**src/hw/rtl/assert_macros.svh**
```systemverilog
// Assertion macros shared by the film accumulator RTL.
// Depends on nothing; included by files that carry assertions.
`ifndef ASSERT_MACROS_SVH
`define ASSERT_MACROS_SVH

// Implication checked at every rising clock edge outside reset.
`define ASSERT_IMPL(label, clk, rstn, ante, cons) \
    label: assert property (@(posedge clk) disable iff (!rstn) (ante) |-> (cons)) \
        else $error("assertion failed");

// Next-cycle implication checked outside reset.
`define ASSERT_NEXT(label, clk, rstn, ante, cons) \
    label: assert property (@(posedge clk) disable iff (!rstn) (ante) |=> (cons)) \
        else $error("assertion failed");

`endif

```
**src/hw/rtl/wfa_pkg.sv**
```systemverilog
// Package for the weighted film accumulator: payload structs, sizes, codes.
// Depends on nothing.
package wfa_pkg;

    localparam int MaxWidth  = 256;
    localparam int MaxHeight = 256;
    localparam int MaxSplat  = 8;
    localparam int Pixels    = MaxWidth * MaxHeight;
    localparam int AddrBits  = $clog2(Pixels);
    localparam int DimBits   = 9;
    localparam int SumBits   = 48;
    localparam int WsumBits  = 32;
    localparam int QuotBits  = 17;

    localparam logic CMD_ACCUM = 1'b0;
    localparam logic CMD_READ  = 1'b1;

    localparam logic REG_WIDTH  = 1'b0;
    localparam logic REG_HEIGHT = 1'b1;

    typedef struct packed {
        logic               command;
        logic [7:0]         pos_x;
        logic [7:0]         pos_y;
        logic [3:0]         splat_size;
        logic [15:0]        color_red;
        logic [15:0]        color_green;
        logic [15:0]        color_blue;
        logic signed [15:0] sample_weight;
    } in_item_t;

    typedef struct packed {
        logic [15:0] pixel_red;
        logic [15:0] pixel_green;
        logic [15:0] pixel_blue;
        logic        out_of_range;
    } out_item_t;

endpackage

```
**src/hw/rtl/wfa_divider.sv**
```systemverilog
// Restoring divider, one quotient bit per cycle, with 16-bit clamp.
// Depends on wfa_pkg.
module wfa_divider (
    input  logic                             aclk,
    input  logic                             aresetn,
    input  logic                             start,
    input  logic signed [wfa_pkg::SumBits-1:0]  sum,
    input  logic signed [wfa_pkg::WsumBits-1:0] wsum,
    output logic                             done,
    output logic [15:0]                      result
);
    // dividend is sum*16 (52 bits); quotient above 17 bits always clamps
    localparam int DvdBits = wfa_pkg::SumBits + 4;
    localparam int CntBits = $clog2(DvdBits + 1);

    logic [DvdBits-1:0]         dvd_reg, dvd_next;
    logic [wfa_pkg::WsumBits:0] rem_reg, rem_next;
    logic [wfa_pkg::WsumBits-1:0] dsr_reg;
    logic [CntBits-1:0]         cnt_reg;
    logic                       busy_reg, zero_reg, big_reg, big_next, done_reg;
    logic [wfa_pkg::WsumBits:0] trial;
    logic [wfa_pkg::QuotBits-1:0] q_low;

    always_comb begin
        trial    = {rem_reg[wfa_pkg::WsumBits-1:0], dvd_reg[DvdBits-1]};
        dvd_next = {dvd_reg[DvdBits-2:0], 1'b0};
        rem_next = trial;
        big_next = big_reg;
        if (trial >= {1'b0, dsr_reg}) begin
            rem_next    = trial - {1'b0, dsr_reg};
            dvd_next[0] = 1'b1;
            if (cnt_reg > CntBits'(wfa_pkg::QuotBits)) begin
                big_next = 1'b1;
            end
        end
    end

    always_ff @(posedge aclk) begin
        if (!aresetn) begin
            busy_reg <= 1'b0;
            done_reg <= 1'b0;
        end else begin
            done_reg <= 1'b0;
            if (start) begin
                busy_reg <= 1'b1;
                cnt_reg  <= CntBits'(DvdBits);
                dvd_reg  <= {sum[wfa_pkg::SumBits-1:0], 4'b0};
                rem_reg  <= '0;
                dsr_reg  <= wsum;
                zero_reg <= (sum <= 0);
                big_reg  <= 1'b0;
            end else if (busy_reg) begin
                dvd_reg <= dvd_next;
                rem_reg <= rem_next;
                big_reg <= big_next;
                cnt_reg <= cnt_reg - 1'b1;
                if (cnt_reg == CntBits'(1)) begin
                    busy_reg <= 1'b0;
                    done_reg <= 1'b1;
                end
            end
        end
    end

    assign done   = done_reg;
    assign q_low  = dvd_reg[wfa_pkg::QuotBits-1:0];
    assign result = zero_reg ? 16'd0 :
                    (big_reg || q_low[16]) ? 16'hFFFF : q_low[15:0];
endmodule

```
**config.mk**
```make
export PLATFORM = sky130hd
export DESIGN_NAME = wfa_divider
export DESIGN_NICKNAME = d
export VERILOG_FILES = /design/src/hw/rtl/assert_macros.svh /design/src/hw/rtl/wfa_pkg.sv /design/src/hw/rtl/wfa_divider.sv
export SDC_FILE = /design/constraint.sdc
export NUM_CORES = 1
export LEC_CHECK = 0
export BUFFER_PORTS_ARGS = -buffer_cell sky130_fd_sc_hd__buf_2
export CORE_UTILIZATION = 60
export CTS_CLUSTER_DIAMETER = 50
export DETAILED_ROUTE_END_ITERATION = 7
export GPL_TIMING_DRIVEN = 0
export PLACE_DENSITY = 0.83
export SLEW_MARGIN = 20
export SYNTH_ARGS = -nofsm -noshare
export SYNTH_HDL_FRONTEND = slang
export SYNTH_SLANG_ARGS = --single-unit
```
**constraint.sdc**
```tcl
create_clock -name aclk -period 10.95 [get_ports aclk]
set_input_delay 3.285 -clock aclk [delete_from_list [all_inputs] [get_ports aclk]]
set_output_delay 3.285 -clock aclk [all_outputs]
set_load 0.005 [all_outputs]
```
After elaboration in Yosys (flattened, before gate mapping). Cells that the tools add are included.

Bits in registers: 126. Latch bits: 0. RAM bits: 0. ROM bits: 0. Word-level logic and storage cells: 40. Memories: 0.

Add/subtract/negate cells: 2. Multiply operators: 0. Divide/modulo/power cells: 0. Order comparisons: 3. Eq/ne operators: 1. Shifts and indexed selects: 0. Multiplexer cells: 15. Bitwise operators: 2. Reductions and logical operators: 8.

Operators by type and width (count): $mux 52 (2); $mux 32 (2); $le 48x1->1 const B (1); $ge 33x32->1 (1); $mux 16 (2); $sub 32x32->32 (1); $mux 1 (8); $eq 6x1->1 const B (1); $gt 6x5->1 const B (1); $mux 6 (1); $reduce_bool 2->1 (3); $sub 6x1->6 const B (1); $reduce_and 2->1 (2); $reduce_and 4->1 (1); $reduce_or 3->1 (1); $not 1->1 (2); $logic_or 1x1->1 (1).

Depth between registers and ports, before layout.
Depth after elaboration: 4. Depth in mapped cells: 12. Depth with buffers taken out: 11.

Worst setup path after synthesis. OpenSTA, ideal clock, no wires.

Path type: input to register. From: input port start. To: register cnt_reg[0], enable pin. Setup time: 0.456 ns. Arrival time: 5.906 ns. Path slack: 4.587 ns. Stages on the path: 3. Path buffers: 2. Cell sequence: clkbuf_1 clkbuf_1 o21a_1.

Cells in the longest elaborated chain, start to end: 2.

RTL lines: start: declaration (RTL line wfa_divider.sv:6) `input logic start,`; $reduce_bool 2->1 (no line); $reduce_and 2->1 (no line); end signal: assignment (RTL line wfa_divider.sv:46) `cnt_reg <= CntBits'(DvdBits);`; end signal: assignment (RTL line wfa_divider.sv:56) `cnt_reg <= cnt_reg - 1'b1;`; end: declaration (RTL line wfa_divider.sv:19) `logic [CntBits-1:0] cnt_reg;`.

Every way passes these cells. A chain may end at the register's enable or synchronous reset.

Worst setup path in the final report.
From: register dvd_reg[16]. To: output port result[6].

Cells in the longest elaborated chain, start to end: 3.

RTL lines: start: declaration (RTL line wfa_divider.sv:16) `logic [DvdBits-1:0] dvd_reg, dvd_next;`; start signal: assignment (RTL line wfa_divider.sv:47) `dvd_reg <= {sum[wfa_pkg::SumBits-1:0], 4'b0};`; start signal: assignment (RTL line wfa_divider.sv:53) `dvd_reg <= dvd_next;`; $logic_or 1x1->1 (RTL line wfa_divider.sv:68) `(big_reg || q_low[16]) ? 16'hFFFF : q_low[15:0];`; $mux 16 (RTL line wfa_divider.sv:68); $mux 16 (RTL line wfa_divider.sv:67) `assign result = zero_reg ? 16'd0 :`; end: declaration (RTL line wfa_divider.sv:10) `output logic [15:0] result`.

Every way passes these cells.

==> summary.txt <==
Clock network
  • Clock latency on the worst-skew pair: 430 ps
  • Setup bufs post-CTS: 0
  • Clock H-tree levels: 4
  • CTS max path bufs: 2
  • Clock root buffer: clkbuf_16
  • Clock-pin slew on the worst setup and hold paths: 60 ps
  • Number of buffers created by CTS: 17
  • CTS tree: built
  • Cts hold-fix bufs: 0
  • Post-CTS sizing: 0
  • Num Clock Sinks: between 100 and 150

Synthesis
  • Post-synthesis mux area share: around a tenth
  • Post-Synth XOR/XNOR Area: between 3 and 4%
  • Yosys top cell area share: a little over 50%
  • Async SR Flop Fraction: 0%
  • Synth Area in Simple Gates: around 11%
  • Area contributors post-synth: edfxtp_1, mux2_2, ha_1
  • Mapped Avg Cell Area: approximately 11 um^2
  • Synth Instances: ~650
  • Post-synthesis compound-gate area fraction: about 13%
  • Yosys reg bits: 126
  • Yosys warning count: 0
  • Dominant synthesized flop cell: edfxtp_1
  • Netlist Area Pre-Place: 7352 um^2
  • Distinct cells, synth: 66
  • Synth Area in Adders: about 6.1%
  • Largest family of logic cells by synthesized area: compound AO/OA/AOI/OAI gates
  • Seq/Total Area, Yosys: between 50% and 60%
  • Synth top cells by count: edfxtp_1, nor2_1, inv_1, mux2_2, a21oi_1
  • EDFF count, synth: around 120
  • Mapped Nets: 765
  • Cell taking the most area after synthesis: edfxtp_1
  • Count leader, synth: edfxtp_1

STA
  • Final setup vio count: 0
  • Fin. Hold Viols: 0
  • Fin. max-slew vios: 0
  • Final period utilization: between 40 and 50%
  • Peak Freq: approximately 190 MHz
  • RSZ-0062 raised after global routing: no
  • Worst setup margin: between 5000 and 6000 ps
  • Setup TNS: 0 ps
  • Tmin final: 5254 ps
  • Worst Max-Slew Pin Slew: 987.4 ps
  • Clk_skew: 11.67 ps
  • Min Hold Slack: 523.9 ps
  • Rel. slew slack: around a third

Floorplanning
  • Die Span Y: approximately 110 um
  • Total die area: roughly 13000 um^2
  • Die W: 112.7 um
  • Row Count: 40
  • I/O pin cnt: 100
  • Core footprint: about 12000 um^2
  • Initial cell density of the core: between 60 and 70%

Worst setup path
  • Crit. End Element: output port
  • Startpoint Class: flip-flop
  • Worst setup path category: flip-flop to output port
  • CP max FO: 10
  • Worst path cell trace: or2_2, clkbuf_1, clkbuf_1, nor2_1, nor2_1, buf_2
  • CP arrival: roughly 2000 ps
  • CP max stage cell: edfxtp_1
  • CP Launch Point: dvd_reg[16]
  • R2r startpoint: dvd_reg[51]
  • WP data required: approximately 7700 ps
  • Crit path largest cell delay: about 420 ps

Place
  • Gpl congestion: about 0.93
  • PortBufs: 98
  • Dpl ws: 5483 ps
  • DP HPWL: around 12000 um

Global route
  • First-pass GRT wire length: 27940 um
  • Largest net degree at the start of global routing: 49
  • Vias in the first global route: 5800
  • Overflow after GRT: 0
  • Initial antenna violation count: 0
  • GRT Total Usage: between 20 and 30%

Pwr
  • Pwr/cell area: 177.6 nW/um^2
  • Sw frac: a little over a quarter
  • Cell Int Power: 1133 uW
  • Clock Power Share: about 39%
  • Leak: 0.003526 uW
  • Maximum VDD drop: around 130 uV
  • Logic pwr share: ~22%
  • Psw: 414.8 uW
  • Post-route total power: between 1500 and 2000 uW
  • Part of the power in registers: around two fifths

Cells and area
  • Layout Area Growth over Synthesis: 18.50%
  • Final nets: 884
  • N_diodes: 0
  • Max reg flops: between 50 and 60
  • Final Util: between 70 and 80%
  • Layout cells sized above 1: 27.86%

Routing
  • Overall routed net length: ~17000 um
  • Initial DRC Count: approximately 370
  • Drt via density: between 6 and 7
  • DR vias: ~5600
  • First-pass DRT Iterations: 5
  • Routed WL per cell: about 19 um
  • DRC: 0
  • Post-DRT Antenna Nets: 0

Worst hold path
  • Hold Path Origin: busy_reg
  • Min-delay worst type: flip-flop to flip-flop

Run
  • Max cap viols: 0

Run status
  • Status: finished clean
==> worst paths after layout <==
check / endpoint / slack (ps) / cells after the start
worst max register to register: rem_reg[26] / 7880 / 11
worst max-delay path: result[6] / 5700 / 6
worst min-delay path: done / 520 / 2
worst min register to register: done / 520 / 2
==> area by class of cell <==
type | instances | area [um^2]
clock inverters | 7 | 163.9
multi-input cells | 441 | 3252
repair buffers | 100 | 538.0
fillers | 786 | 3249
flip-flops and latches | 126 | 3764
clock buffers | 25 | 465.4
plain buffers | 30 | 157.7
well taps | 147 | 183.9
inverters | 50 | 187.7
==> layer usage <==
layer  routed length [um]  vias up  GRT usage [%]
li1                     -     2636              -
met1                 7069     2705          34.03
met2                 8340      249          47.78
met3                 1170       56          7.659
met4                  722        0          15.91
met5                    0        -              0
==> power groups by stage <==
stage / sequential [uW] / combinational, uW / clock, uW
after floorplan: 601 / 247 / 0
after global placement: 607 / 319 / 0
after detailed placement: 606 / 333 / 0
after CTS: 598 / 337 / 612
after global routing: 601 / 372 / 633
final: 598 / 341 / 609
==> placed cells by master, fill, tap and decap left out, types with 17 or more instances in the layout <==
cell type / Yosys / routed
buf_2: 10 / 108
ha_1: 34 / 34
xnor2_1: 21 / 21
mux2_2: 48 / 48
a21oi_1: 35 / 35
clkbuf_16: 0 / 17
inv_1: 48 / 48
nor4_1: 17 / 17
mux2i_1: 18 / 18
nor2_1: 79 / 79
nand2_1: 28 / 28
edfxtp_1: 124 / 124
==> worst max-delay path, delay by kind of cell (launching register included) <==
family / cells / cell delay [ps]
buf+inv: 3 / 580
flops: 1 / 420
simple gates: 3 / 550
==> metrics by stage <==
| step | area, um^2 | cells |
|---|---|---|
| 2_1_floorplan | 7352 | 647 |
| 3_3_place_gp | 8026 | 892 |
| 6_report | 8712 | 926 |
| 4_1_cts | 8712 | 926 |
| 5_1_grt | 8712 | 926 |
| 3_5_place_dp | 8083 | 894 |
==> cells by family after synthesis <==
group           count (synthesis)
xor+xnor                       29
compound gates                134
simple gates                  177
flops                         126
buf+inv                        80
mux                            66
fa+ha+maj                      35
Power figures use the tool's default switching activity.
